[src/design/rwia_pkg.sv]
// Package for the rotated wide integer ALU: sizes, command and state codes,
// and the control structs passed between the submodules. No dependencies.
`default_nettype none

package rwia_pkg;

   localparam int DigitCount = 35;
   localparam int DigitBits  = 7;
   localparam int ByteBits   = 8;
   localparam int TotalBits  = DigitCount * DigitBits;
   localparam int SlotBits   = $clog2(DigitCount + 1);
   localparam int RotBits    = $clog2(TotalBits);
   localparam int CntBits    = $clog2(TotalBits + 1);

   typedef logic [TotalBits-1:0] word_type;

   typedef enum logic [2:0] {
      CMD_LOAD = 3'd0,
      CMD_ADD  = 3'd1,
      CMD_SUB  = 3'd2,
      CMD_MUL  = 3'd3,
      CMD_DIV  = 3'd4,
      CMD_EQ   = 3'd5
   } cmd_type;

   typedef enum logic [2:0] {
      ST_IDLE,
      ST_GATHER,
      ST_ROTATE,
      ST_EXEC,
      ST_EMIT,
      ST_FLAG
   } state_type;

   typedef struct packed {
      logic clear;
      logic gather;
      logic rotate;
   } unpack_ctl_type;

   typedef struct packed {
      logic    start;
      cmd_type op;
   } alu_req_type;

   typedef struct packed {
      logic busy;
      logic done;
   } alu_sts_type;

endpackage

`default_nettype wire

[src/design/rwia_alu.sv]
// Iterative wide ALU: add and subtract in one step, shift-add multiply and
// restoring division one bit per cycle. Depends on rwia_pkg.
`default_nettype none

module rwia_alu (
   input  wire logic                  clock,
   input  wire logic                  reset,
   input  wire rwia_pkg::alu_req_type req,
   input  wire rwia_pkg::word_type    a_val,
   input  wire rwia_pkg::word_type    b_val,
   output rwia_pkg::word_type         result,
   output rwia_pkg::alu_sts_type      sts
);

   localparam int Tb = rwia_pkg::TotalBits;
   localparam int Cb = rwia_pkg::CntBits;

   logic               busy_ff, busy_in, done_ff, done_in;
   rwia_pkg::cmd_type  op_ff, op_in;
   logic [Cb-1:0]      cnt_ff, cnt_in;
   rwia_pkg::word_type x_ff, x_in, y_ff, y_in, acc_ff, acc_in;
   logic [Tb:0]        div_diff;
   logic               div_take;

   always_comb begin
      busy_in  = busy_ff;
      done_in  = 1'b0;
      op_in    = op_ff;
      cnt_in   = cnt_ff;
      x_in     = x_ff;
      y_in     = y_ff;
      acc_in   = acc_ff;
      div_diff = {1'b0, acc_ff[Tb-2:0], x_ff[Tb-1]} - {1'b0, y_ff};
      // A set top bit means the shifted remainder already exceeds the divisor.
      div_take = acc_ff[Tb-1] | ~div_diff[Tb];
      if (req.start) begin
         op_in  = req.op;
         x_in   = a_val;
         y_in   = b_val;
         cnt_in = Cb'(Tb);
         unique case (req.op)
            rwia_pkg::CMD_ADD: begin
               acc_in  = a_val + b_val;
               done_in = 1'b1;
            end
            rwia_pkg::CMD_SUB: begin
               acc_in  = a_val - b_val;
               done_in = 1'b1;
            end
            rwia_pkg::CMD_MUL, rwia_pkg::CMD_DIV: begin
               acc_in  = '0;
               busy_in = 1'b1;
            end
            default: begin
               acc_in  = '0;
               done_in = 1'b1;
            end
         endcase
      end else if (busy_ff) begin
         if (op_ff == rwia_pkg::CMD_MUL) begin
            if (y_ff[0]) begin
               acc_in = acc_ff + x_ff;
            end
            x_in = {x_ff[Tb-2:0], 1'b0};
            y_in = {1'b0, y_ff[Tb-1:1]};
         end else begin
            acc_in = div_take ? div_diff[Tb-1:0] : {acc_ff[Tb-2:0], x_ff[Tb-1]};
            x_in   = {x_ff[Tb-2:0], div_take};
         end
         cnt_in = cnt_ff - Cb'(1);
         if (cnt_ff == Cb'(1)) begin
            busy_in = 1'b0;
            done_in = 1'b1;
         end
      end
   end

   always_ff @(posedge clock) begin
      if (reset) begin
         busy_ff <= 1'b0;
         done_ff <= 1'b0;
      end else begin
         busy_ff <= busy_in;
         done_ff <= done_in;
      end
      op_ff  <= op_in;
      cnt_ff <= cnt_in;
      x_ff   <= x_in;
      y_ff   <= y_in;
      acc_ff <= acc_in;
   end

   assign result   = (op_ff == rwia_pkg::CMD_DIV) ? x_ff : acc_ff;
   assign sts.busy = busy_ff;
   assign sts.done = done_ff;

endmodule

`default_nettype wire

[config.mk]
export PLATFORM = sky130hd
export DESIGN_NAME = rwia_alu
export DESIGN_NICKNAME = d
export VERILOG_FILES = /design/src/design/rwia_pkg.sv /design/src/design/rwia_alu.sv
export SDC_FILE = /design/constraint.sdc
export NUM_CORES = 2
export LEC_CHECK = 0
export ABC_AREA = 0
export BUFFER_PORTS_ARGS = -buffer_cell sky130_fd_sc_hd__buf_2
export CAP_MARGIN = 40
export CORE_AREA = 3 3 514 719
export DETAILED_ROUTE_END_ITERATION = 7
export DIE_AREA = 0 0 517 722
export PLACE_DENSITY_LB_ADDON = 0.05
export SLEW_MARGIN = 20
export SYNTH_ARGS = -nofsm -noshare
export SYNTH_HDL_FRONTEND = slang
export SYNTH_SLANG_ARGS = --single-unit
[constraint.sdc]
create_clock -name clock -period 11.58 [get_ports clock]
set_input_delay 2.316 -clock clock [delete_from_list [all_inputs] [get_ports clock]]
set_output_delay 2.316 -clock clock [all_outputs]
set_load 0.05 [all_outputs]
Word-level counts from Yosys, hierarchy flattened:

Index checks and enable logic that the tools add are counted.

* bits in registers: 748
* bits in latches: 0
* memory bits (writable): 0
* bits in read-only memories: 0
* input port bits: 496
* output and inout port bits: 247
* logic and storage cells: 49
* memories: 0

* add/sub/neg operators: 5
* $mul: 0
* div/mod/pow operators: 0
* magnitude comparators: 0
* equal/unequal tests: 9
* shift-type cells: 0
* multiplexer cells: 21
* bitwise operators: 2
* reduce and logical (&&, ||, !) cells: 5

Operators with widths (count)
* $mux 245: 11
* $add 245x245->245: 2
* $pmux 245 s2: 1
* $sub 245x245->246: 1
* $sub 245x245->245: 1
* $eq 3x2->1 const B: 3
* $mux 1: 9
* $eq 8x1->1 const B: 1
* $sub 8x1->8 const B: 1
* $eq 3x3->1 const B: 2
* $reduce_and 2->1: 2
* $reduce_bool 2->1: 2
* $eq 3x1->1 const B: 1
* $ne 3x3->1 const B: 1
* $ne 2x1->1 const B: 1
* $reduce_or 2->1: 1
* $not 1->1: 1
* $or 1x1->1: 1

Depth between registers and ports, before layout:

* depth in word-level cells: 7
* mapped depth: 32
* gate-level depth less buffers: 28

Worst setup path before layout:

Ideal clock, no wire load.

* path kind: input to register
* start point: in req[3] in the netlist's numbering
* end point: reg y_ff[0], enable pin
* setup time: 0.635 ns
* data arrival time: 11.949 ns
* required time: 10.945 ns
* path slack: -1.003 ns
* cell stages on the path: 5
* path buffers: 3
* cell sequence: clkbuf_1 > clkbuf_1 > clkbuf_1 > or2_2 > and2_1

* longest elaborated chain between the ends: 2
* elaborated cells between the ends (all ways): 3
* classes of those cells: reduce/logical: 3

RTL lines
* start: declaration: RTL line rwia_alu.sv:8 `input wire rwia_pkg::alu_req_type req,`
* $reduce_bool 2->1 (no source line)
* $reduce_and 2->1 (no source line) (*)
* end signal: assignment: RTL line rwia_alu.sv:89 `y_ff <= y_in;`
* end: declaration: RTL line rwia_alu.sv:21 `rwia_pkg::word_type x_ff, x_in, y_ff, y_in, acc_ff, acc_in;`

Every way passes the cells marked *; elsewhere a longest branch is shown, timed or not.
A chain may end at the register's enable or synchronous reset.

Worst setup path after layout:

* start point: in b_val[38]
* end point: reg acc_ff[243], data pin

* longest elaborated chain between the ends: 3
* elaborated cells between the ends (all ways): 4
* classes of those cells: add/sub: 2; mux: 2

RTL lines
* start: declaration: RTL line rwia_alu.sv:10 `input wire rwia_pkg::word_type b_val,`
* $sub 245x245->245 / $add 245x245->245 (equally long branches): RTL line rwia_alu.sv:47, rwia_alu.sv:43
* $pmux 245 s2 (*): RTL line rwia_alu.sv:41 `unique case (req.op)`
* $mux 245 (*): RTL line rwia_alu.sv:36 `if (req.start) begin`
* named net acc_in[243]: RTL line rwia_alu.sv:21
* end signal: assignment: RTL line rwia_alu.sv:90 `acc_ff <= acc_in;`
* end: declaration: RTL line rwia_alu.sv:21

Mark *: on every way through the listed nets, which the timed path passes. The rest lies on a longest branch.

==> flow_metrics.env <==
export IMPL_postSynthCellCount=13085
export IMPL_crit_type="in2reg"
export IMPL_crit_path_start_kind="primary input"
export IMPL_slew_viol_final=0
export IMPL_ctsRootBufferMaster="sky130_fd_sc_hd__clkbuf_16"
export IMPL_dieArea_um2=373300
export IMPL_compound_gate_fraction_of_synth_area=0.2874
export IMPL_synth_xor_xnor_area_share=0.08348
export IMPL_worstHoldStart="cnt_ff[6]$_SDFFE_PP1P_"
export IMPL_grt_antenna_before_repair=44
export IMPL_finalPower_mw=28.52
export IMPL_path_common_cell="sky130_fd_sc_hd__buf_4"
export IMPL_placement_setup_worst_slack_ps=-750.5
export IMPL_fin_crit_sh=0.9775
export IMPL_power_leakage_nw=44.18
export IMPL_synth_net_count=14320
export IMPL_max_cap_violations=0
export IMPL_drtIter0Drc=11180
export IMPL_yosysWarningCount=0
export IMPL_r2r_start="acc_ff[72]$_DFFE_PP_"
export IMPL_max_slew_worst_pin_slew_ps=1126
export IMPL_number_of_post_cts_setup_repair_buffers=0
export IMPL_routed_via_count=113779
export IMPL_final_setup_worst_slack_ps=260.6
export IMPL_routed_wire_length_per_instance_um=39.96
export IMPL_min_period_ps=11320
export IMPL_cts_buffers_inserted=110
export IMPL_maximum_fanout_along_the_worst_path=5
export IMPL_antenna_violating_nets_post_route=0
export IMPL_mappedNetlistArea_um2=97990
export IMPL_grt_overflow_total=0
export IMPL_clock_latency_ps=940
export IMPL_arrival_ps=11910
export IMPL_result_of_the_run="finished, final reports clean"
export IMPL_worst_setup_hold_path_clk_slew_ps=60
export IMPL_reg2reg_setup_slack_ps=4190
export IMPL_synth_yosys_seq_area_share=0.2282
export IMPL_pin_count_of_the_biggest_net_entering_global_routing=155
export IMPL_dp_hpwl_um=640000
export IMPL_ys_dominant_reg_cell="sky130_fd_sc_hd__edfxtp_1"
export IMPL_area_growth_syn_to_layout_pct=16.22
export IMPL_cts_tree="built"
export IMPL_grt_pass1_vias=113096
export IMPL_dp_cells=18421
export IMPL_drive_gt1_frac=0.1543
export IMPL_global_route_wire_length_before_repair_um=982600
export IMPL_rsz0062_at_grt="false"
export IMPL_relSlewSlack=0.2493
export IMPL_synth_top_family_by_area="compound AO/OA/AOI/OAI gates"
export IMPL_port_buffers=742
export IMPL_layout_nets=15032
export IMPL_final_design_area_no_fill_um2=113900
export IMPL_start_util=0.2693
export IMPL_clkSinkCount=748
export IMPL_critical_path_slowest_cell="sky130_fd_sc_hd__or4b_4"
export IMPL_syn_mean_instance_area_um2=7.488
export IMPL_globalRouteTotalUtil=0.3819
export IMPL_required_ps=12170
export IMPL_cts_max_level=3
export IMPL_hold_class="reg2reg"
export IMPL_unique_cell_type_count_in_the_yosys_netlist=94
export IMPL_setup_viol=0
export IMPL_cts_repair_resized=0
export IMPL_place_congestion=1.107
export IMPL_clockBufferDepth=4
export IMPL_ff2ff_path_depth=17
export IMPL_core_region_area_um2=363900
export IMPL_yosys_area_share_adder=0.09459
export IMPL_quantity_of_hold_fixing_buffers_added_after_cts=0
export IMPL_die_y_um=722
export IMPL_firstDrtPassIters=6
export IMPL_stdcell_count=18666
export IMPL_floorplan_io_pins=743
export IMPL_worst_ir_drop_vdd_v=0.0001556
export IMPL_die_w_um=517
export IMPL_category_of_the_worst_setup_path_capture_point="flop"
export IMPL_largest_incremental_delay_on_the_critical_path_ps=650
export IMPL_synth_mux_area_fraction=0.05801
export IMPL_remaining_drc_errors=0
export IMPL_route_final_wire_length_um=745800
export IMPL_placement_rows=262
export IMPL_postSynthRegisterBits=748
export IMPL_synthArstFlopShare=0
export IMPL_worst_clock_skew_ps=81.49
export IMPL_postLayoutCoreUtil=0.3130
export IMPL_power_per_cell_area_nw_per_um2=250.4
export IMPL_achievable_frequency_mhz=88.34
export IMPL_report_final_hold_viol_count=0
export IMPL_hold_slack_ps=509.1
export IMPL_synth_enable_flop_cells=738
export IMPL_crit_path_start="b_val[38]"
export IMPL_place_area_um2=109800
export IMPL_synth_simple_area_share=0.2012
export IMPL_min_delay_path_depth=2
export IMPL_drt_vias_per_instance=6.096
export IMPL_setup_tns_final_ps=0
layout by cell type, fill, tap and decap left out, types with 86 or more instances in the layout:
master	n
sky130_fd_sc_hd__buf_4	481
sky130_fd_sc_hd__a21o_1	332
sky130_fd_sc_hd__nor2_1	1104
sky130_fd_sc_hd__o21a_1	123
sky130_fd_sc_hd__nand4_1	468
sky130_fd_sc_hd__o22ai_1	86
sky130_fd_sc_hd__buf_2	788
sky130_fd_sc_hd__o211ai_1	93
sky130_fd_sc_hd__nor3_1	255
sky130_fd_sc_hd__clkbuf_16	113
sky130_fd_sc_hd__a31oi_1	110
sky130_fd_sc_hd__or3_1	88
sky130_fd_sc_hd__o21ai_0	1364
sky130_fd_sc_hd__nand3_1	169
sky130_fd_sc_hd__ha_1	736
sky130_fd_sc_hd__xnor2_1	521
sky130_fd_sc_hd__o31ai_1	96
sky130_fd_sc_hd__nand2_1	1573
sky130_fd_sc_hd__nor4_1	138
sky130_fd_sc_hd__edfxtp_1	738
sky130_fd_sc_hd__inv_1	506
sky130_fd_sc_hd__mux2_2	487
sky130_fd_sc_hd__a21oi_1	1588
sky130_fd_sc_hd__xor2_1	413
sky130_fd_sc_hd__o21bai_1	243
synthesized netlist by cell type, drive strengths merged (332+ instances only):
| cell | n | area [um^2] |
|---|---|---|
| ha | 736 | 9209 |
| xnor2 | 521 | 4563 |
| a21o | 332 | 2492 |
| nand4 | 469 | 2940 |
| clkbuf | 699 | 2624 |
| mux2 | 487 | 5484 |
| xor2 | 413 | 3617 |
| o21ai | 1377 | 6892 |
| inv | 506 | 1899 |
| nand2 | 1574 | 5916 |
| a21oi | 1591 | 7966 |
| edfxtp | 738 | 22160 |
| nor2 | 1110 | 4183 |
path summary, 6_finish.rpt:
path	to
setup / recovery	acc_ff[243]$_DFFE_PP_
hold / removal	cnt_ff[6]$_SDFFE_PP1P_
setup reg to reg	acc_ff[236]$_DFFE_PP_
hold reg to reg	cnt_ff[6]$_SDFFE_PP1P_
layout make-up:
class	count	area, um^2
clock inverter	68	859.6
tap	4752	5946
sequential	748	22360
inverter	506	1899
timing repair buffer	1319	8466
multi-input combinational	11112	71330
clock buffer	133	2943
antenna	28	70.07
fill	40091	250000
cells by family after synthesis:
group,Yosys count
adder cells (fa/ha/maj),739
XOR/XNOR,934
flip-flops,748
buffers and inverters,1225
AND/OR/NAND/NOR,4244
multiplexers,507
AO/OA/AOI/OAI,4688
critical path, delay by kind of cell:
family,cells,cell delay [ps]
xor+xnor,2,280
buf+inv,8,1620
simple gates,15,5380
compound gates,7,1890
fa+ha+maj,1,350
where the power goes:
group / leakage, nW / internal (mW) / switching (mW)
combinational: 34.9 / 5.78 / 14.2
clock: 1.85 / 2.19 / 1.64
sequential: 7.46 / 3.72 / 1.03
sequential cells by signal, summed over array words and instances, names as in the netlist:
register and count:
acc_ff 245, x_ff 245, y_ff 245, cnt_ff 8, op_ff 3, busy_ff 1
done_ff 1
per-layer routing:
| layer | up-vias | global-route usage | wire length, um |
|---|---|---|---|
| li1 | 50138 | - | - |
| met1 | 56545 | 0.3946 | 258300 |
| met2 | 5347 | 0.6653 | 362100 |
| met3 | 1735 | 0.05051 | 39970 |
| met4 | 14 | 0.3560 | 85340 |
| met5 | - | 0 | 94 |
Note: power is estimated with default switching activity, not from simulation.
