==> src/design/rwia_pkg.sv <==
// Package for the rotated wide integer ALU: sizes, command and state codes,
// and the control structs passed between the submodules. No dependencies.
`default_nettype none

package rwia_pkg;

   localparam int DigitCount = 35;
   localparam int DigitBits  = 7;
   localparam int ByteBits   = 8;
   localparam int TotalBits  = DigitCount * DigitBits;
   localparam int SlotBits   = $clog2(DigitCount + 1);
   localparam int RotBits    = $clog2(TotalBits);
   localparam int CntBits    = $clog2(TotalBits + 1);

   typedef logic [TotalBits-1:0] word_type;

   typedef enum logic [2:0] {
      CMD_LOAD = 3'd0,
      CMD_ADD  = 3'd1,
      CMD_SUB  = 3'd2,
      CMD_MUL  = 3'd3,
      CMD_DIV  = 3'd4,
      CMD_EQ   = 3'd5
   } cmd_type;

   typedef enum logic [2:0] {
      ST_IDLE,
      ST_GATHER,
      ST_ROTATE,
      ST_EXEC,
      ST_EMIT,
      ST_FLAG
   } state_type;

   typedef struct packed {
      logic clear;
      logic gather;
      logic rotate;
   } unpack_ctl_type;

   typedef struct packed {
      logic    start;
      cmd_type op;
   } alu_req_type;

   typedef struct packed {
      logic busy;
      logic done;
   } alu_sts_type;

endpackage

`default_nettype wire

==> src/design/rwia_unpack.sv <==
// Operand decoder: gathers stored bytes into value registers, folds the rotation
// count modulo the word width and rotates right one bit a cycle. Depends on rwia_pkg.
`default_nettype none

module rwia_unpack (
   input  wire logic                          clock,
   input  wire rwia_pkg::unpack_ctl_type      ctl,
   input  wire logic [rwia_pkg::ByteBits-1:0] lhs_byte,
   input  wire logic [rwia_pkg::ByteBits-1:0] rhs_byte,
   output rwia_pkg::word_type                 a_val,
   output rwia_pkg::word_type                 b_val,
   output logic                               rot_done
);

   localparam int Db = rwia_pkg::DigitBits;
   localparam int Tb = rwia_pkg::TotalBits;
   localparam int Rb = rwia_pkg::RotBits;

   rwia_pkg::word_type a_ff, a_in, b_ff, b_in;
   logic [Rb-1:0]      rot_a_ff, rot_a_in, rot_b_ff, rot_b_in;

   // The count arrives most significant bit first, so each step doubles and reduces.
   function automatic logic [Rb-1:0] rot_step(input logic [Rb-1:0] rot, input logic bit_in);
      logic [Rb:0] t;
      t = {rot, bit_in};
      if (t >= (Rb+1)'(Tb)) begin
         t = t - (Rb+1)'(Tb);
      end
      return t[Rb-1:0];
   endfunction

   always_comb begin
      a_in     = a_ff;
      b_in     = b_ff;
      rot_a_in = rot_a_ff;
      rot_b_in = rot_b_ff;
      if (ctl.clear) begin
         rot_a_in = '0;
         rot_b_in = '0;
      end else if (ctl.gather) begin
         // Slot zero holds the top digit, so bytes enter at the bottom and move up.
         a_in     = {a_ff[Tb-Db-1:0], lhs_byte[Db-1:0]};
         b_in     = {b_ff[Tb-Db-1:0], rhs_byte[Db-1:0]};
         rot_a_in = rot_step(rot_a_ff, lhs_byte[Db]);
         rot_b_in = rot_step(rot_b_ff, rhs_byte[Db]);
      end else if (ctl.rotate) begin
         if (rot_a_ff != '0) begin
            a_in     = {a_ff[0], a_ff[Tb-1:1]};
            rot_a_in = rot_a_ff - Rb'(1);
         end
         if (rot_b_ff != '0) begin
            b_in     = {b_ff[0], b_ff[Tb-1:1]};
            rot_b_in = rot_b_ff - Rb'(1);
         end
      end
   end

   always_ff @(posedge clock) begin
      a_ff     <= a_in;
      b_ff     <= b_in;
      rot_a_ff <= rot_a_in;
      rot_b_ff <= rot_b_in;
   end

   assign a_val    = a_ff;
   assign b_val    = b_ff;
   assign rot_done = (rot_a_ff == '0) && (rot_b_ff == '0);

endmodule

`default_nettype wire

==> config.mk <==
export PLATFORM = sky130hd
export DESIGN_NAME = rwia_unpack
export DESIGN_NICKNAME = d
export VERILOG_FILES = /design/src/design/rwia_pkg.sv /design/src/design/rwia_unpack.sv
export SDC_FILE = /design/constraint.sdc
export NUM_CORES = 1
export LEC_CHECK = 0
export ABC_AREA = 1
export BUFFER_PORTS_ARGS = -buffer_cell sky130_fd_sc_hd__buf_2
export CORE_UTILIZATION = 40
export DETAILED_ROUTE_END_ITERATION = 8
export SYNTH_ARGS = -nofsm -noshare
export SYNTH_HDL_FRONTEND = slang
export SYNTH_SLANG_ARGS = --single-unit
==> constraint.sdc <==
create_clock -name clock -period 19.55 [get_ports clock]
set_input_delay 3.91 -clock clock [delete_from_list [all_inputs] [get_ports clock]]
set_output_delay 3.91 -clock clock [all_outputs]
set_load 0.03 [all_outputs]
Word level (Yosys, flattened, before mapping) --
Index checks and enable logic that the tools add are counted. W data, S select, Z words.
Word-level totals: flip-flop bits (word level) 506
Cells by class: add/subtract/negate cells 4, order comparisons 2, mux-type cells 14, bitwise gates (word level) 1, reductions and logical operators 12
Operators with widths (number):
- $mux W245 | 6
- $mux W8 | 8
- $ge A9 B8 Y1 const B | 2
- $logic_not A8 Y1 | 2
- $reduce_bool A8 Y1 | 2
- $sub A8 B1 Y8 const B | 2
- $sub A8 B8 Y8 const B | 2
- $reduce_and A3 Y1 | 2
- $reduce_bool A2 Y1 | 3
- $reduce_and A2 Y1 | 2
- $logic_and A1 B1 Y1 | 1
- $not A1 Y1 | 1

Longest topological paths before layout --
Gate-level depths: netlist of the first run.
word-level depth 4, gate-level depth with buffers 12, gate-level depth less buffers 12

Least setup slack after synthesis of the first run --
No wires, ideal clock.
kind in2reg, start input ctl[1] (netlist name), end register a_ff[0], in the netlist a_val[0], enable pin, arrival time 14502 ps, slack 4189 ps, stages 5, cell sequence inv_2 buf_2 nand2_4 inv_2 nor2_1
Between the ends: cells in the longest elaborated chain, start to end 2, elaborated cells on any way between the ends 3, those cells by class reduce/logical: 3
RTL lines:
- from (decl) | line rwia_unpack.sv:7 | input wire rwia_pkg::unpack_ctl_type ctl,
- $reduce_bool A2 Y1 (no line)
- $reduce_and A3 Y1 (no line) *
- to (signal assigned) | line rwia_unpack.sv:59 | a_ff <= a_in;
- to (decl) | line rwia_unpack.sv:19 | rwia_pkg::word_type a_ff, a_in, b_ff, b_in;
Mark *: on every way between the ends. The rest lies on a longest branch, timed or not. A chain may end at the register's enable or synchronous reset.

Worst setup path after layout of the first run --
start input ctl[1] (netlist name), end register b_ff[198], in the netlist b_val[198], enable pin
Between the ends: cells in the longest elaborated chain, start to end 2, elaborated cells on any way between the ends 3, those cells by class reduce/logical: 3
RTL lines:
- $reduce_bool A2 Y1 (no line)
- $reduce_and A3 Y1 (no line) *
- to (signal assigned) | line rwia_unpack.sv:60 | b_ff <= b_in;
- to (decl) | line rwia_unpack.sv:19
Marked as above.

==> results.py, run 1 <==
metrics = {
    "outcome": {
        "run_status": "finished, final reports clean",
    },
    "timing": {
        "finClkSkew_ns": 0.0143,
        "final_hold_viol_count": 0,
        "setup_viol": 0,
        "fin_crit_ns": 7.10,
        "max_freq_ghz": 0.141,
        "slew_headroom_pct": 24.3,
        "maxSlewViolCount": 0,
        "tightest_slew_ns": 1.14,
        "rsz0062_at_grt": "no",
        "setup_tns_ns": 0,
        "fin_crit_sh_pct": 36.3,
    },
    "drt": {
        "wl_per_cell_um": 18.9,
        "drt-vias-per-instance": 5.07,
        "dr_wl_met3_um": 4890,
        "drt-met1-wl_um": 27100,
        "wl_um": 62600,
        "antenna_left": 0,
        "drcViolationCount": 0,
        "top_layer_used": "met5",
        "vias": 16767,
        "met2RoutedLength_um": 28600,
        "drt-initial-drc-count": 1594,
        "drtPass1Iterations": 5,
    },
    "logic_synthesis": {
        "synth_area_mm2": 0.0221,
        "synth_area_leaders": "edfxtp_1 66%, o21ai_0 11%, nand2_1 9.7%",
        "synth_top_area_cell": "edfxtp_1",
        "syn_area_per_cell_um2": 10.5,
        "synth_top_flop_cell": "edfxtp_1",
        "yosysTopAreaCellShare_pct": 66.4,
        "seq_area_frac_synth_pct": 67.9,
        "ys_types": 32,
        "ys_top_cells_by_count": "575 x nand2_1, 494 x o21ai_0, 490 x edfxtp_1",
        "async_reset_ff_share_pct": 0,
        "synth-seq-cells": 506,
        "synth_nets": 2141,
        "synthCells": 2109,
        "ys_warn_count": 0,
        "synth_edf_count": 490,
        "yosysMostFrequentCell": "nand2_1",
    },
    "critical_path": {
        "crit_slowest_cell": "buf_4",
        "crit_type": "in2reg",
        "slowest_delay_ns": 0.91,
        "reg2reg_depth": 11,
        "crit_chain": "buf_8 > inv_8 > nand2_4 > nand2_1 > inv_8 > buf_4 > buf_4",
        "end_kind": "flop",
        "worstPathMaxFanout": 95,
        "startpoint_type": "input pin",
        "cp_data_arrival_time_ns": 7.33,
        "cp.required_ns": 19.78,
    },
    "grt": {
        "grt_overflow": 0,
        "track_usage_pct": 21.4,
        "antenna_found_initial": 2,
        "grt_pass1_wl_um": 92800,
        "grt_pass1_vias": 15397,
        "grt_start_max_net_pins": 221,
    },
    "finish": {
        "final_nets": 2604,
        "final_cell_area_mm2": 0.0268,
        "drive_gt1_share_pct": 24.0,
        "antenna_cells": 0,
        "area_growth_pct": 21.0,
    },
    "die": {
        "coreArea_mm2": 0.0542,
        "start_util_pct": 40.8,
        "die_w_um": 237,
        "die_h_um": 237,
        "die_area_mm2": 0.0563,
        "row_count": 85,
        "ioPinCount": 511,
    },
    "cts": {
        "cts_setup_buffers": 0,
        "cts.sinks": 506,
        "clk_path_buf_depth": 3,
        "cts_tree": "yes",
        "root_buffer": "clkbuf_16",
        "cts_resized": 0,
        "path_clk_slew_ns": 0.06,
        "cts_buffers": 55,
        "htreeDepth": 2,
        "hold_buffers": 0,
        "clk_latency_ns": 0.60,
    },
    "placed_design": {
        "dp_hpwl_um": 43500,
        "place_congestion": 0.864,
        "numPortBuffers": 510,
        "post_dp_cell_area_mm2": 0.0252,
    },
    "power": {
        "p_leak_nw": 11.5,
        "ir_drop_uv": 68.6,
        "seq_power_share_pct": 48.9,
        "switching_power_uw": 888,
        "p_sw_share_pct": 31.0,
        "clkPwrFrac_pct": 33.7,
        "power_per_cell_area_mw_per_mm2": 107,
        "finalPower_mw": 2.87,
        "internal_power_mw": 1.98,
        "power_frac_comb_pct": 17.4,
    },
    "worst_hold_path": {
        "min_path_cells": 2,
        "hold_class": "reg2reg",
    },
    "job": {
        "drv_cap": 0,
    },
}
## power groups by stage
stage	logic (mW)	registers (mW)	clock network [mW]
final	0.499	1.40	0.964
after CTS	0.502	1.40	0.982
after detailed placement	0.501	1.42	0
after global routing	0.541	1.41	1.02
after floorplan	0.173	1.60	0
after global placement	0.496	1.42	0
## cell usage in the layout (no fill, tap or decap), drive strengths merged
cell type / netlist / final
clkbuf: 57 / 71
a31oi: 1 / 1
a21oi: 14 / 14
bufinv: 0 / 1
nor2: 33 / 33
nand2: 585 / 585
buf: 58 / 521
inv: 281 / 283
clkinvlp: 0 / 1
dfxtp: 16 / 16
o211ai: 3 / 3
nor3: 1 / 1
a22oi: 1 / 1
clkinv: 0 / 21
xor2: 7 / 7
xnor2: 2 / 2
or2: 3 / 3
o21ai: 501 / 501
nand3: 34 / 34
ha: 12 / 12
edfxtp: 490 / 490
nand4: 10 / 10
## logic make-up after synthesis
family                   after synthesis  share of synthesized area [%]
AO/OA/AOI/OAI                        520                           11.9
flip-flops                           506                           67.9
buffers and inverters                396                           7.09
XOR/XNOR                               9                          0.356
adder cells (fa/ha/maj)               12                          0.678
AND/OR/NAND/NOR                      666                           12.1
## flip-flops by register name (all words and copies together), names as in the netlist
signal / cells
b_val: 245
rot_b_ff: 8
rot_a_ff: 8
a_val: 245
## path summary, 6_finish.rpt
path / start / end / slack [ns]
worst min-delay path: rot_b_ff[0] / rot_b_ff[0] / 0.53
worst max register to register: rot_b_ff[1] / b_val[198] / 15.35
worst max-delay path: ctl[1] / b_val[198] / 12.45
worst min register to register: rot_b_ff[0] / rot_b_ff[0] / 0.53
## through the flow
| stage | hold slack, ns | setup WS (ns) | utilization, % | cells |
|---|---|---|---|---|
| global placement | 0.515 | 11.84 | 46.5 | 3211 |
| CTS | 0.529 | 12.43 | 49.4 | 3307 |
| detailed placement | 0.515 | 11.76 | 46.5 | 3211 |
| floorplan | 0.484 | 4.19 | - | 2109 |
| finish | 0.529 | 12.45 | 49.4 | 3307 |
| global route | 0.560 | 12.09 | 49.4 | 3307 |
## per-layer routing
layer,vias to the layer above,track usage (%)
met5,-,0
met4,4,7.16
met3,109,5.27
met2,614,32.9
met1,8028,29.5
li1,8012,-
## worst max-delay path, delay by kind of cell
family                 cells  cell delay (ns)
AND/OR/NAND/NOR            2             0.37
buffers and inverters      5             2.82
## final cells by class
cell class              count  area [um^2]
flip-flops and latches    506        15000
multi-input cells        1207         5550
repair buffers            521         2670
clock buffers              71         1450
fillers                  5064        27400
well taps                 696          871
inverters                 281         1070
clock inverters            25          163
Power figures use the tool's default switching activity.
==> run 2, diff against run 1 <==
clock period = 6 ns   (was 19.55 ns; I/O delays follow)
==> results.py, run 2 (same netlist as run 1, synthesis figures left out) <==
metrics = {
    "outcome": {
        "run_status": "finished, final reports clean",
    },
    "finish": {
        "antenna_cells": 0,
        "final_nets": 2615,
        "drive_gt1_share_pct": 24.2,
        "n_fill_cell": 5067,
        "seq_area_mm2": 0.0150,
        "final_cell_mix": "575 x nand2_1, 509 x buf_2, 494 x o21ai_0",
        "area_growth_pct": 21.2,
        "multi_input_area_mm2": 0.00555,
        "final_common_cell": "nand2_1",
    },
    "worst_hold_path": {
        "hold_class": "reg2reg",
        "holdPathEnd": "rot_b_ff[0]",
        "min_path_cells": 2,
        "hp-start": "rot_b_ff[0]",
    },
    "power": {
        "ir_drop_uv": 208,
        "power_frac_comb_pct": 17.6,
        "clkPwrFrac_pct": 32.8,
        "p_leak_nw": 11.5,
        "power_per_cell_area_mw_per_mm2": 344,
        "internal_power_mw": 6.38,
        "finalPower_mw": 9.24,
        "seq_power_share_pct": 49.5,
        "p_sw_share_pct": 31.0,
        "switching_power_mw": 2.86,
    },
    "placed_design": {
        "dp_hpwl_um": 44900,
        "place_congestion": 0.891,
        "numPortBuffers": 510,
    },
    "critical_path": {
        "crit_slowest_cell": "clkinvlp_4",
        "rrSetupSlack_ns": 2.77,
        "cp_data_arrival_time_ns": 3.77,
        "reg2reg_depth": 10,
        "crit_type": "in2reg",
        "slowest_delay_ns": 0.73,
        "worstPathMaxFanout": 120,
        "crit_chain": "buf_8 > inv_8 > nand2_4 > nand2_1 > clkinvlp_4 > buf_4",
        "r2r-end": "b_val[103]",
        "startpoint_type": "input pin",
        "r2r_start": "rot_b_ff[0]",
        "cp.required_ns": 6.23,
        "end_kind": "flop",
    },
    "grt": {
        "grt_pass1_wl_um": 94400,
        "grt_start_max_net_pins": 128,
        "antenna_found_initial": 0,
        "track_usage_pct": 21.7,
        "grt_pass1_vias": 15898,
        "grt_overflow": 0,
    },
    "drt": {
        "drtPass1Iterations": 5,
        "drt-vias-per-instance": 5.03,
        "wl_per_cell_um": 19.0,
        "vias": 16681,
        "drcViolationCount": 0,
        "drt-initial-drc-count": 1529,
        "antenna_left": 0,
        "wl_um": 63100,
    },
    "timing": {
        "rsz0062_at_grt": "no",
        "tightest_slew_ns": 1.12,
        "finClkSkew_ns": 0.0286,
        "fin_crit_ns": 3.54,
        "maxSlewViolCount": 0,
        "fin_crit_sh_pct": 59.0,
        "setup_tns_ns": 0,
        "setup_viol": 0,
        "slew_headroom_pct": 25.1,
        "final_hold_viol_count": 0,
        "max_freq_ghz": 0.283,
        "holdWs_ns": 0.515,
    },
    "cts": {
        "root_buffer": "clkbuf_16",
        "clk_latency_ns": 0.61,
        "htreeDepth": 2,
        "cts.sinks": 506,
        "cts_resized": 0,
        "cts_tree": "yes",
        "path_clk_slew_ns": 0.06,
        "cts_buffers": 55,
        "clk_path_buf_depth": 3,
        "cts_setup_buffers": 0,
        "hold_buffers": 0,
    },
    "die": {
        "start_util_pct": 40.8,
        "coreArea_mm2": 0.0542,
        "ioPinCount": 511,
        "die_area_mm2": 0.0563,
        "die_w_um": 237,
        "row_count": 85,
        "die_h_um": 237,
    },
    "job": {
        "drv_cap": 0,
    },
}
[run 2: final cells by class]
type                            count  share of cell area (%)
Sequential cell                   506                    56.0
Clock inverter                     26                   0.466
Multi-Input combinational cell   1207                    20.7
Timing Repair Buffer              532                    10.3
Tap cell                          696                    3.24
Clock buffer                       68                    5.31
Inverter                          281                    3.98
[run 2: through the flow]
step | util (%) | instances | area, um^2 | setup WS [ns]
global placement | 46.7 | 3222 | 25300 | 1.88
global route | 49.5 | 3316 | 26900 | 2.17
detailed placement | 46.7 | 3222 | 25300 | 1.79
floorplan | - | 2109 | 22200 | 0.257
CTS | 49.5 | 3316 | 26900 | 2.43
finish | 49.5 | 3316 | 26900 | 2.46
[run 2: per-layer routing]
layer / part of all wire, % / track usage (%) / up-vias
li1: - / - / 8024
met1: 42 / 28.9 / 7910
met2: 46 / 33.7 / 631
met3: 8.7 / 6.00 / 116
met4: 3.7 / 8.56 / 0
met5: 0 / 0 / -
[run 2: how the worst max path moves through the flow]
stage | startpoint | end | slack [ns] | cells after the start
after detailed placement | ctl[1] | b_val[240] | 1.79 | 6
after CTS | ctl[1] | b_val[3] | 2.43 | 6
after global routing | ctl[1] | b_val[141] | 2.17 | 5
after floorplan | ctl[2] | b_val[0] | 0.26 | 4
after global placement | ctl[1] | b_val[235] | 1.88 | 6
final | ctl[1] | b_val[103] | 2.46 | 6
[run 2: power by group through the flow]
stage | Sequential [mW] | Clock (mW) | Combinational (mW)
final | 4.58 | 3.03 | 1.63
after global placement | 4.65 | 0 | 1.62
after floorplan | 5.15 | 0 | 0.566
after CTS | 4.58 | 3.12 | 1.65
after global routing | 4.61 | 3.24 | 1.77
after detailed placement | 4.65 | 0 | 1.64
[run 2: critical path, delay by kind of cell]
kind | cells | cell delay (ns)
buffers and inverters | 4 | 2.07
and+or+nand+nor | 2 | 0.37
