<file path="src/design/rwia_pkg.sv">
// Package for the rotated wide integer ALU: sizes, command and state codes,
// and the control structs passed between the submodules. No dependencies.
`default_nettype none

package rwia_pkg;

   localparam int DigitCount = 35;
   localparam int DigitBits  = 7;
   localparam int ByteBits   = 8;
   localparam int TotalBits  = DigitCount * DigitBits;
   localparam int SlotBits   = $clog2(DigitCount + 1);
   localparam int RotBits    = $clog2(TotalBits);
   localparam int CntBits    = $clog2(TotalBits + 1);

   typedef logic [TotalBits-1:0] word_type;

   typedef enum logic [2:0] {
      CMD_LOAD = 3'd0,
      CMD_ADD  = 3'd1,
      CMD_SUB  = 3'd2,
      CMD_MUL  = 3'd3,
      CMD_DIV  = 3'd4,
      CMD_EQ   = 3'd5
   } cmd_type;

   typedef enum logic [2:0] {
      ST_IDLE,
      ST_GATHER,
      ST_ROTATE,
      ST_EXEC,
      ST_EMIT,
      ST_FLAG
   } state_type;

   typedef struct packed {
      logic clear;
      logic gather;
      logic rotate;
   } unpack_ctl_type;

   typedef struct packed {
      logic    start;
      cmd_type op;
   } alu_req_type;

   typedef struct packed {
      logic busy;
      logic done;
   } alu_sts_type;

endpackage

`default_nettype wire

</file>
<file path="src/design/rwia_opstore.sv">
// Operand byte stores for both operands, one write and one registered read a cycle.
// Depends on rwia_pkg.
`default_nettype none

module rwia_opstore (
   input  wire logic                          clock,
   input  wire logic                          wr_en,
   input  wire logic [rwia_pkg::SlotBits-1:0] wr_addr,
   input  wire logic [rwia_pkg::ByteBits-1:0] wr_lhs,
   input  wire logic [rwia_pkg::ByteBits-1:0] wr_rhs,
   input  wire logic [rwia_pkg::SlotBits-1:0] rd_addr,
   output logic      [rwia_pkg::ByteBits-1:0] rd_lhs_ff,
   output logic      [rwia_pkg::ByteBits-1:0] rd_rhs_ff
);

   logic [rwia_pkg::ByteBits-1:0] lhs_mem_ff [rwia_pkg::DigitCount];
   logic [rwia_pkg::ByteBits-1:0] rhs_mem_ff [rwia_pkg::DigitCount];

   always_ff @(posedge clock) begin
      if (wr_en) begin
         lhs_mem_ff[wr_addr] <= wr_lhs;
         rhs_mem_ff[wr_addr] <= wr_rhs;
      end
   end

   always_ff @(posedge clock) begin
      rd_lhs_ff <= lhs_mem_ff[rd_addr];
      rd_rhs_ff <= rhs_mem_ff[rd_addr];
   end

endmodule

`default_nettype wire

</file>
<file path="config.mk">
export PLATFORM = sky130hd
export DESIGN_NAME = rwia_opstore
export DESIGN_NICKNAME = d
export VERILOG_FILES = /design/src/design/rwia_pkg.sv /design/src/design/rwia_opstore.sv
export SDC_FILE = /design/constraint.sdc
export NUM_CORES = 1
export LEC_CHECK = 0
export BUFFER_PORTS_ARGS = -buffer_cell sky130_fd_sc_hd__buf_2
export CELL_PAD_IN_SITES_DETAIL_PLACEMENT = 1
export CELL_PAD_IN_SITES_GLOBAL_PLACEMENT = 2
export CORE_ASPECT_RATIO = 0.7
export CORE_MARGIN = 2
export CORE_UTILIZATION = 50
export CTS_BUF_LIST = sky130_fd_sc_hd__clkbuf_8
export DETAILED_ROUTE_END_ITERATION = 10
export GPL_TIMING_DRIVEN = 0
export PLACE_DENSITY = 0.9
export SETUP_SLACK_MARGIN = 0.02
export SLEW_MARGIN = 20
export SYNTH_ARGS = -nofsm -noshare
export SYNTH_HDL_FRONTEND = slang
export SYNTH_SLANG_ARGS = --single-unit
</file>
<file path="constraint.sdc">
create_clock -name clock -period 2.54 [get_ports clock]
set_input_delay 0.254 -clock clock [delete_from_list [all_inputs] [get_ports clock]]
set_output_delay 0.254 -clock clock [all_outputs]
set_load 0.1 [all_outputs]
</file>
**Word level (Yosys, flattened, before mapping)**

Memories as Yosys holds them, arrays and structs flattened. A register that Yosys moved wholly into a read port is not among the register bits.
Cells that the tools add are included.
Widths: inputs -> output; s select.

- Bits in registers: 0
- Memory bits (writable): 560
- Input bits: 30
- Output and inout bits: 16
- Logic and storage cells: 4
- Memories: 2

Memories:

| name | depth | bits a word | read ports | clocked after memory_dff | wr ports | RTL line | text |
|---|---|---|---|---|---|---|---|
| lhs_mem_ff | 35 | 8 | 1 | 1 | 1 | rwia_opstore.sv:16 | `logic [rwia_pkg::ByteBits-1:0] lhs_mem_ff [rwia_pkg::DigitCount];` |
| rhs_mem_ff | 35 | 8 | 1 | 1 | 1 | rwia_opstore.sv:17 | `logic [rwia_pkg::ByteBits-1:0] rhs_mem_ff [rwia_pkg::DigitCount];` |

- Multiplexer cells: 2

Operators by type and width:

| cell | count |
|---|---|
| $mux 1 | 2 |

**Depth between registers and ports, before layout**

Gate-level depths: netlist of the first run.

- Depth in word-level cells: 2
- Depth in mapped cells: 8
- Gate-level depth less buffers: 5

**Least setup slack after synthesis of the first run**

OpenSTA, ideal clock, no wires.

- Path type: input to register
- Start: input port wr_addr[3] in the netlist's numbering
- End: memory lhs_mem_ff[2][0] in the netlist's numbering, enable pin
- Library setup time: 0.409 ns
- Data arrival time: 1.843 ns
- Required time: 2.131 ns
- Path slack: 0.288 ns
- Cell stages on the path: 4
- Path buffers: 0
- Cell sequence: nand2b_1 -> nor3_1 -> nand2_1 -> nor3_1

RTL lines:

| what | RTL line | text |
|---|---|---|
| start: declaration | rwia_opstore.sv:8 | `input wire logic [rwia_pkg::SlotBits-1:0] wr_addr,` |
| end: declaration | rwia_opstore.sv:16 |  |

No word-level cell before the write port.

==> flow_summary.toml, run 1 <==
[floorplan]
die_w_um = 257
fp-row-count = 64
initial_core_utilization_pct = 51.1
num_io_pins = 46
chipHeight_um = 181
core_area_um2 = 44000
design.die.area_um2 = 46700

[drt]
postRouteAntennaNets = 0
drt-total-wl_um = 64900
route.detailed.vias_per_inst = 6.15
drtIter0Drc = 1485
dr_total_vias = 12600
drt-pass1-iter-count = 6
drt_drc_violations_left = 0
avgRoutedWirePerCell_um = 31.7

[timing]
maxSlewViolCount = 0
layout_worst_path_cycle_share_pct = 94.7
fin_skew_ns = 0.0176
layout_min_cycle_time_ns = 2.40
hold_viol_final = 0
timing.max_slew.rel_slack_pct = 32.8
slew_worst_pin_ns = 1.00
maxClockFrequency_ghz = 0.416
grt_setup_unrepaired = "no"
setup_failing_eps_final = 0

[layout]
instances_no_fill = 2049
final_util_pct = 57.7
flow.area_growth_from_synthesis_pct = 13.1
final_net_count = 1424
layout-drive-gt1-share_pct = 19.5
fill_cells = 3954
area.sequential_um2 = 17100
multi_input_area_um2 = 4990

[yosys]
synth_xor_area_share_pct = 0
syn_nets = 1261
post_synth_and_or_nand_nor_area_fraction_pct = 1.96
mappedNetlistArea_um2 = 22500
synth.mux.area_fraction_pct = 12.1
synth_top_family_by_area = "multiplexers"
post_synth_num_cell_types = 31
synth_compound_area_share_pct = 7.66
synthesis.yosys.warnings = 0
ys_seq_area_share_pct = 76.2
synth-adder-area-share_pct = 0
postSynthAreaPerCell_um2 = 18.3
postSynthCellCount = 1231
postSynthRegisterBits = 576

[pwr]
power_density_nw_per_um2 = 731
vdd_drop_max_mv = 0.521
p_leak_nw = 8.91

[cts]
ctsRootBufferMaster = "sky130_fd_sc_hd__clkbuf_8"
tritoncts = "done"
cts_max_level = 3
cts.sinks = 576
numCtsBuffers = 83
clock_insertion_delay_at_the_later_pin_of_the_skew_report_ns = 0.68
cts_max_path_buffers = 3
clkTransAtPathRegs_ns = 0.06

[place]
post-place-cells = 1901
detailed_place_hpwl_um = 43300
port_buffers = 42
place_congestion = 0.897

[min_path]
worst_hold_path_type = "in2reg"

[setup_path]
worst_setup_path_end_kind = "flop"
critPathKind = "in2reg"
timing.critical_path.arrival_ns = 2.92
worst_ep_required_time_ns = 3.06
path_max_fanout = 10
startpoint_type = "primary input"

[global_routing]
grtUsageTotal_pct = 28.1
grt-ovfl-total = 0
pin_count_of_the_biggest_net_entering_global_routing = 36
vias_in_the_first_global_route = 13100
wire_length_of_the_first_global_routing_pass_um = 92400
antenna_found_initial = 2

[job]
maxCapViolCount = 0

[status]
outcome = "complete, no violations"
## final cells by class
class	count	area share (%)
well taps	594	2.92
clock inverters	58	0.970
multi-input cells	579	19.6
diodes	1	0.00984
repair buffers	78	2.53
plain buffers	76	1.82
flip-flops and latches	576	67.4
clock buffers	87	4.71
## critical path: stages
cell and delay [ns]:
sky130_fd_sc_hd__buf_6 0.12, sky130_fd_sc_hd__nor2_2 0.49, sky130_fd_sc_hd__buf_2 0.44, sky130_fd_sc_hd__buf_1 0.59, sky130_fd_sc_hd__a22oi_1 0.28, sky130_fd_sc_hd__a21oi_1 0.60, sky130_fd_sc_hd__o41ai_2 0.12
## flip-flops by register name (all words and copies together), names as in the netlist
| register | flops |
|---|---|
| rd_lhs_ff | 8 |
| lhs_mem_ff | 280 |
| rd_rhs_ff | 8 |
| rhs_mem_ff | 280 |
## where the power goes
group          switching, mW  total [mW]  internal (mW)
Clock                   3.50        6.66           3.16
Combinational           1.03        1.39          0.362
Sequential            0.0246        10.5           10.5
Total                   4.55        18.6           14.0
## cell usage after synthesis
cell,n,area (µm²)
sky130_fd_sc_hd__buf_4,15,113
sky130_fd_sc_hd__mux2i_1,272,2720
sky130_fd_sc_hd__nand2b_1,7,43.8
sky130_fd_sc_hd__a221oi_1,19,166
sky130_fd_sc_hd__dfxtp_1,16,320
sky130_fd_sc_hd__a22oi_1,64,480
sky130_fd_sc_hd__nand3_1,4,20.0
sky130_fd_sc_hd__buf_6,12,135
sky130_fd_sc_hd__o21ai_0,16,80.1
sky130_fd_sc_hd__and2_1,1,6.26
sky130_fd_sc_hd__o22ai_1,16,100
sky130_fd_sc_hd__clkbuf_1,27,101
sky130_fd_sc_hd__nor3b_1,1,7.51
sky130_fd_sc_hd__buf_8,1,15.0
sky130_fd_sc_hd__edfxtp_1,560,16800
sky130_fd_sc_hd__or2_2,1,6.26
sky130_fd_sc_hd__o41ai_2,16,260
sky130_fd_sc_hd__nor2_1,32,120
sky130_fd_sc_hd__buf_2,15,75.1
sky130_fd_sc_hd__nor2b_1,5,31.3
sky130_fd_sc_hd__and3_1,1,6.26
sky130_fd_sc_hd__or3b_2,2,17.5
sky130_fd_sc_hd__a21oi_1,32,160
sky130_fd_sc_hd__nor3_1,4,20.0
sky130_fd_sc_hd__a221oi_2,13,195
sky130_fd_sc_hd__a22o_1,32,280
sky130_fd_sc_hd__nand3b_1,1,7.51
sky130_fd_sc_hd__nor2_2,1,6.26
sky130_fd_sc_hd__buf_1,6,22.5
sky130_fd_sc_hd__nand2_1,38,143
sky130_fd_sc_hd__nand4_1,1,6.26
## timing repair
item	CTS	global route
resized for setup	0	0
buffers inserted	0	0
endpoints found under the hold margin	2	0
hold buffers	2	0
endpoints found under the setup margin	0	0
## cell usage in the layout, fill, tap and decap left out, types with 2 or more instances in the layout
cell type,n
sky130_fd_sc_hd__buf_8,13
sky130_fd_sc_hd__buf_2,57
sky130_fd_sc_hd__or3b_2,2
sky130_fd_sc_hd__o41ai_2,16
sky130_fd_sc_hd__a221oi_1,19
sky130_fd_sc_hd__buf_6,30
sky130_fd_sc_hd__buf_4,19
sky130_fd_sc_hd__a22oi_1,64
sky130_fd_sc_hd__inv_1,32
sky130_fd_sc_hd__nand2b_1,7
sky130_fd_sc_hd__nor2b_1,5
sky130_fd_sc_hd__nor3_2,3
sky130_fd_sc_hd__nor2_2,30
sky130_fd_sc_hd__clkbuf_8,87
sky130_fd_sc_hd__nand2_1,38
sky130_fd_sc_hd__edfxtp_1,560
sky130_fd_sc_hd__o22ai_1,16
sky130_fd_sc_hd__clkinv_1,16
sky130_fd_sc_hd__a221oi_2,13
sky130_fd_sc_hd__dfxtp_1,16
sky130_fd_sc_hd__buf_1,6
sky130_fd_sc_hd__o21ai_0,16
sky130_fd_sc_hd__clkbuf_1,27
sky130_fd_sc_hd__a21oi_1,32
sky130_fd_sc_hd__dlygate4sd3_1,2
sky130_fd_sc_hd__mux2i_1,272
sky130_fd_sc_hd__clkinv_2,4
sky130_fd_sc_hd__a22o_1,32
sky130_fd_sc_hd__clkinvlp_4,5
sky130_fd_sc_hd__nor2_4,2
sky130_fd_sc_hd__nand3_1,4
## stage by stage
stage                     TNS (ns)  total power [mW]  worst slack [ns]  hold slack (ns)  area, µm²
final                            0              18.6             0.135           0.0583      25400
after CTS                        0              18.7             0.298           0.0180      25400
after global routing             0              19.1             0.149           0.0509      25400
after global placement     -162.08              12.0            -0.881            0.557      23400
after detailed placement     -3.81              12.1            -0.411            0.576      24000
after floorplan                  0              11.5             0.288            0.353      22500
## kinds of logic (layout without fill, tap and decap cells)
group	Yosys count	count (layout)
flip-flops	576	576
AO/OA/AOI/OAI	208	208
buffers and inverters	76	299
multiplexers	272	272
AND/OR/NAND/NOR	99	99
other	0	1
## final timing paths
path                          start            to  slack, ns  cells past startpoint
setup reg to reg   rhs_mem_ff[1][7]  rd_rhs_ff[7]       0.51                      5
setup / recovery         rd_addr[1]  rd_rhs_ff[2]       0.14                      7
hold reg to reg   rhs_mem_ff[34][6]  rd_rhs_ff[6]       0.59                      4
hold / removal           rd_addr[1]  rd_lhs_ff[7]       0.06                      5
## layer usage
layer | track usage, % | up-vias | part of all wire (%)
met5 | 0 | - | 0
met4 | 8.07 | 0 | 2.6
met3 | 7.48 | 117 | 8.8
met2 | 43.4 | 590 | 46
met1 | 39.6 | 6582 | 43
li1 | - | 5305 | -
(Power assumes the default switching activity.)
==> inputs of run 2 (changes only) <==
==> constraint.sdc (replaced) <==
create_clock -name clock -period 2.7 [get_ports clock]
set_input_delay 0.27 -clock clock [delete_from_list [all_inputs] [get_ports clock]]
set_output_delay 0.27 -clock clock [all_outputs]
set_load 0.1 [all_outputs]
==> run 2 against run 1 <==
Effect of this change:
- hold slack worse by 0.0070 ns
- flip-flop and latch count unchanged
- setup slack better by 0.16 ns
- core utilization about the same
- non-clock buffer count down 1
- register-to-register slack better by 0.13 ns
- final cell count about the same
- sequential power down 6%
- global-route usage about the same
- combinational power down 6%
- count of clock-buffer cells in the layout unchanged
- power down 6.0%
- critical path type unchanged
- largest cell class unchanged
==> flow_summary.toml, run 2 (synthesis results as in run 1) <==
[timing]
fin_skew_ns = 0.0181
timing.max_slew.rel_slack_pct = 32.4
postLayoutSetupSlackWorst_ns = 0.298
maxClockFrequency_ghz = 0.416
setup_failing_eps_final = 0
hold_viol_final = 0
layout_worst_path_cycle_share_pct = 89.0
grt_setup_unrepaired = "no"
maxSlewViolCount = 0
layout_min_cycle_time_ns = 2.40
slew_worst_pin_ns = 1.01
fin_tns_setup_ns = 0

[drt]
drt_drc_violations_left = 0
postRouteAntennaNets = 0
top_layer = "met5"
drt-pass1-iter-count = 5
met1Wirelength_um = 26500
route.detailed.vias_per_inst = 6.10
dr_total_vias = 12500
drt-total-wl_um = 64700
length_of_routed_met3_wiring_um = 6520
avgRoutedWirePerCell_um = 31.6
drtIter0Drc = 1282
met2_length_um = 29900

[cts]
tritoncts = "done"
post_cts_hold_buffer_count = 1
cts_max_level = 3
cts_max_path_buffers = 3
clock_insertion_delay_at_the_later_pin_of_the_skew_report_ns = 0.68
clkTransAtPathRegs_ns = 0.06
ctsRootBufferMaster = "sky130_fd_sc_hd__clkbuf_8"
cts.sinks = 576
post_cts.repair.setup_buffers = 0
numCtsBuffers = 83
cts_resized = 0

[place]
post-place-cells = 1901
detailed_place_hpwl_um = 43300
port_buffers = 42
preCtsSetupSlack_ns = -0.267
cell_area_after_placement_um2 = 24000
place_congestion = 0.897

[setup_path]
timing.reg2reg.worst_path_depth = 5
critPathSlowestCell = "sky130_fd_sc_hd__a21oi_1"
critPathKind = "in2reg"
crit_chain = "buf_6 -> nor2_2 -> buf_2 -> buf_1 -> a22oi_1 -> a21oi_1 -> o41ai_2"
timing.rr.end = "rd_rhs_ff[7]"
startpoint_type = "primary input"
worst-path-buf-inv = 3
path_max_fanout = 10
critPathMaxStageDelay_ns = 0.60
worst_ep_required_time_ns = 3.22
worst_setup_path_end_kind = "flop"
critical_path.reg2reg.startpoint = "rhs_mem_ff[1][7]"
timing.critical_path.arrival_ns = 2.92
worst-r2r-setup-slack_ns = 0.64
critPathTopFamily = "buffers and inverters"

[layout]
final_net_count = 1423
instances_no_fill = 2048
fill_cells = 3952
area.sequential_um2 = 17100
flow.area_growth_from_synthesis_pct = 13.0
final_cell_mix = "560 x sky130_fd_sc_hd__edfxtp_1, 272 x sky130_fd_sc_hd__mux2i_1, 87 x sky130_fd_sc_hd__clkbuf_8"
multi_input_area_um2 = 4990
final_util_pct = 57.7
layout-drive-gt1-share_pct = 19.5
most_common_cell_after_layout_fill_and_taps_aside = "sky130_fd_sc_hd__edfxtp_1"
postLayoutCellArea_um2 = 25400
top_regs = "lhs_mem_ff (280), rhs_mem_ff (280)"

[min_path]
worst_hold_path_type = "in2reg"
min_path_cells = 5
worstHoldEndpoint = "rd_rhs_ff[7]"
hold_crit_start = "rd_addr[1]"

[pwr]
total_switching_power_mw = 4.28
power_density_nw_per_um2 = 688
p_leak_nw = 8.91
clock_power_share_pct = 35.8
p_seq_share_pct = 56.7
vdd_drop_max_mv = 0.496
netSwitchingFraction_pct = 24.5
internal_power_mw = 13.2
comb_power_share_pct = 7.5

[floorplan]
num_io_pins = 46
initial_core_utilization_pct = 51.1
core_area_um2 = 44000
design.die.area_um2 = 46700
fp-row-count = 64
die_w_um = 257
chipHeight_um = 181

[global_routing]
grt-ovfl-total = 0
grtUsageTotal_pct = 28.1
vias_in_the_first_global_route = 13200
wire_length_of_the_first_global_routing_pass_um = 92200
antenna_found_initial = 2
pin_count_of_the_biggest_net_entering_global_routing = 36

[status]
outcome = "complete, no violations"

[job]
maxCapViolCount = 0
==> run 2: cell types whose count changed in the layout (fill, tap and decap cells not counted), sizes merged <==
cell / change
dlygate4sd3: -1
==> run 2: how the worst max path moves through the flow <==
stage,start,endpoint,slack (ns),depth (start not counted)
after floorplan,wr_addr[3],lhs_mem_ff[2][0],0.43,4
after global placement,wr_addr[3],rhs_mem_ff[0][0],-0.74,5
after detailed placement,rd_addr[1],rd_rhs_ff[1],-0.27,7
after CTS,rd_addr[1],rd_rhs_ff[1],0.44,7
after global routing,rd_addr[1],rd_rhs_ff[1],0.28,7
final,rd_addr[1],rd_rhs_ff[2],0.30,7
==> run 2: power by group through the flow <==
stage | registers (mW) | logic, mW | clock network [mW]
global placement | 10.1 | 1.21 | 0
finish | 9.91 | 1.30 | 6.26
detailed placement | 10.1 | 1.28 | 0
CTS | 9.91 | 1.29 | 6.34
floorplan | 10.3 | 0.553 | 0
global route | 9.92 | 1.35 | 6.69
==> run 2: final cells by class <==
cell class / instances / share of cell area (%)
clock buffers: 87 / 4.71
plain buffers: 76 / 1.82
multi-input cells: 579 / 19.6
repair buffers: 77 / 2.49
clock inverters: 58 / 0.970
diodes: 1 / 0.00985
well taps: 594 / 2.92
flip-flops and latches: 576 / 67.4
==> run 2: per-stage QoR <==
step                hold WS, ns  total power, mW
floorplan                 0.369             10.8
global placement          0.557             11.3
detailed placement        0.576             11.4
CTS                     0.00719             17.5
global route             0.0606             18.0
finish                   0.0513             17.5
==> run 2: worst register-to-register path, stage by stage, from the launching register on <==
cell	delay (ns)
sky130_fd_sc_hd__edfxtp_1	0.34
sky130_fd_sc_hd__mux2i_1	0.07
sky130_fd_sc_hd__a22o_1	0.24
sky130_fd_sc_hd__a221oi_1	0.53
sky130_fd_sc_hd__o22ai_1	0.25
sky130_fd_sc_hd__o41ai_2	0.49
==> run 2: metal layers <==
layer,vias to the layer above,track usage (%)
met4,2,8.42
met2,601,43.3
met1,6459,38.2
met5,-,0
met3,119,9.27
li1,5308,-
==> inputs of run 3 (changes only) <==
--- a/config.mk
+++ b/config.mk
@@ -14,6 +14,7 @@
 export CTS_BUF_LIST = sky130_fd_sc_hd__clkbuf_8
 export DETAILED_ROUTE_END_ITERATION = 10
 export GPL_TIMING_DRIVEN = 0
+export HOLD_SLACK_MARGIN = 0.06
 export PLACE_DENSITY = 0.9
 export SETUP_SLACK_MARGIN = 0.02
 export SLEW_MARGIN = 20
==> run 3 against run 2 <==
Effect of this change:
- critical path type unchanged
- non-clock buffer count increased by 2
- count of clock-buffer cells in the layout unchanged
- wire length about the same
- first-iteration DRC count decreased by 0.70%
- final cell count about the same
- register-to-register slack got worse by 0.40 ns
- power about the same
==> flow_summary.toml, run 3 (synthesis results as in run 1) <==
[drt]
dr_total_vias = 12600
drt-pass1-iter-count = 5
drtIter0Drc = 1273
drt_drc_violations_left = 0
avgRoutedWirePerCell_um = 31.6
drt-total-wl_um = 64700
route.detailed.vias_per_inst = 6.15
postRouteAntennaNets = 0

[cts]
ctsRootBufferMaster = "sky130_fd_sc_hd__clkbuf_8"
clkTransAtPathRegs_ns = 0.06
cts.sinks = 576
cts_max_path_buffers = 3
post_cts.repair.setup_buffers = 0
clock_insertion_delay_at_the_later_pin_of_the_skew_report_ns = 0.69
numCtsBuffers = 83
tritoncts = "done"
cts_max_level = 3

[setup_path]
worst_ep_required_time_ns = 3.24
worst-r2r-setup-slack_ns = 0.24
critPathKind = "in2reg"
critical_path.reg2reg.startpoint = "rhs_mem_ff[1][7]"
worst_setup_path_end_kind = "flop"
startpoint_type = "primary input"
timing.rr.end = "rd_rhs_ff[7]"
path_max_fanout = 10
timing.critical_path.arrival_ns = 3.17
timing.reg2reg.worst_path_depth = 6

[pwr]
design_power_total_mw = 17.5
p_leak_nw = 8.92
vdd_drop_max_mv = 0.493
power_density_nw_per_um2 = 688

[timing]
maxSlewViolCount = 0
postLayoutSetupSlackWorst_ns = 0.0752
grt_setup_unrepaired = "no"
timing.hold.ws_ns = 0.201
setup_failing_eps_final = 0
layout_min_cycle_time_ns = 2.62
maxClockFrequency_ghz = 0.381
fin_skew_ns = 0.0215
timing.max_slew.rel_slack_pct = 33.9
fin_tns_setup_ns = 0
slew_worst_pin_ns = 0.986
hold_viol_final = 0
layout_worst_path_cycle_share_pct = 97.2

[job]
maxCapViolCount = 0

[floorplan]
core_area_um2 = 44000
fp-row-count = 64
design.die.area_um2 = 46700
chipHeight_um = 181
die_w_um = 257
initial_core_utilization_pct = 51.1
num_io_pins = 46

[layout]
final_net_count = 1425
layout-drive-gt1-share_pct = 19.5
num_antenna_cells = 0
postLayoutCellArea_um2 = 25400
most_common_cell_after_layout_fill_and_taps_aside = "sky130_fd_sc_hd__edfxtp_1"
final_cell_mix = "560 x sky130_fd_sc_hd__edfxtp_1, 272 x sky130_fd_sc_hd__mux2i_1, 87 x sky130_fd_sc_hd__clkbuf_8"
top_regs = "lhs_mem_ff (280), rhs_mem_ff (280)"
flow.area_growth_from_synthesis_pct = 13.1

[place]
place_congestion = 0.897
port_buffers = 42
cell_area_after_placement_um2 = 24000
detailed_place_hpwl_um = 43300
preCtsSetupSlack_ns = -0.267

[min_path]
min_path_cells = 1
worst_hold_path_type = "in2reg"
hold_crit_start = "wr_rhs[3]"
worstHoldEndpoint = "rhs_mem_ff[2][3]"

[status]
outcome = "complete, no violations"

[global_routing]
antenna_found_initial = 2
grt-ovfl-total = 0
pin_count_of_the_biggest_net_entering_global_routing = 36
vias_in_the_first_global_route = 13100
wire_length_of_the_first_global_routing_pass_um = 92600
grtUsageTotal_pct = 28.1
==> run 3: changes by cell type in the layout (fill, tap and decap cells not counted), sizes merged <==
| cell | previous run | this run |
|---|---|---|
| clkbuf | 114 | 115 |
| buf | 125 | 124 |
| diode | 1 | 0 |
| dlygate4sd3 | 1 | 3 |
==> run 3: final cells by class <==
type | instances | area, µm²
fillers | 3951 | 18600
clock buffers | 87 | 1200
clock inverters | 58 | 246
multi-input cells | 579 | 4990
well taps | 594 | 743
plain buffers | 76 | 463
flip-flops and latches | 576 | 17100
repair buffers | 79 | 653
==> run 3: worst max path at each step <==
| stage | to | cells after the start | slack (ns) | from |
|---|---|---|---|---|
| 6_report | rd_rhs_ff[7] | 9 | 0.08 | rd_addr[2] |
| 2_1_floorplan | lhs_mem_ff[2][0] | 4 | 0.43 | wr_addr[3] |
| 4_1_cts | rd_rhs_ff[7] | 8 | 0.04 | rd_addr[1] |
| 3_5_place_dp | rd_rhs_ff[1] | 7 | -0.27 | rd_addr[1] |
| 5_1_grt | rd_rhs_ff[7] | 9 | 0.09 | rd_addr[2] |
| 3_3_place_gp | rhs_mem_ff[0][0] | 5 | -0.74 | wr_addr[3] |
==> run 3: metrics by stage <==
step	utilization, %	std cells
floorplan	-	1231
global placement	53.2	1867
detailed placement	54.4	1901
CTS	57.7	2049
global route	57.7	2049
finish	57.7	2049
==> run 3: routing by layer <==
metal | vias to the layer above | GRT usage (%) | share of wire [%] | wire length (µm)
met5 | - | 0 | 0.020 | 13
met4 | 2 | 8.00 | 2.4 | 1580
met3 | 107 | 7.29 | 8.6 | 5570
met2 | 590 | 43.4 | 46 | 29900
met1 | 6586 | 39.8 | 43 | 27600
li1 | 5310 | - | - | -
==> run 3: repair_timing <==
action,CTS,global route
endpoints found under the setup margin,0,1
hold buffers,3,0
resized for setup,0,1
hold endpoints to repair,2,0
==> run 3: power breakdown <==
| part | internal (mW) | switching, mW |
|---|---|---|
| sequential | 9.89 | 0.0233 |
| clock | 2.97 | 3.30 |
| combinational | 0.343 | 0.964 |
| total | 13.2 | 4.28 |
==> run 3: worst max-delay path: stages <==
cell	delay [ns]
sky130_fd_sc_hd__buf_2	0.12
sky130_fd_sc_hd__nor2b_1	0.12
sky130_fd_sc_hd__buf_2	0.29
sky130_fd_sc_hd__buf_2	0.38
sky130_fd_sc_hd__clkbuf_1	0.66
sky130_fd_sc_hd__a22oi_1	0.25
sky130_fd_sc_hd__a21oi_1	0.36
sky130_fd_sc_hd__o41ai_2	0.10
sky130_fd_sc_hd__dlygate4sd3_1	0.59
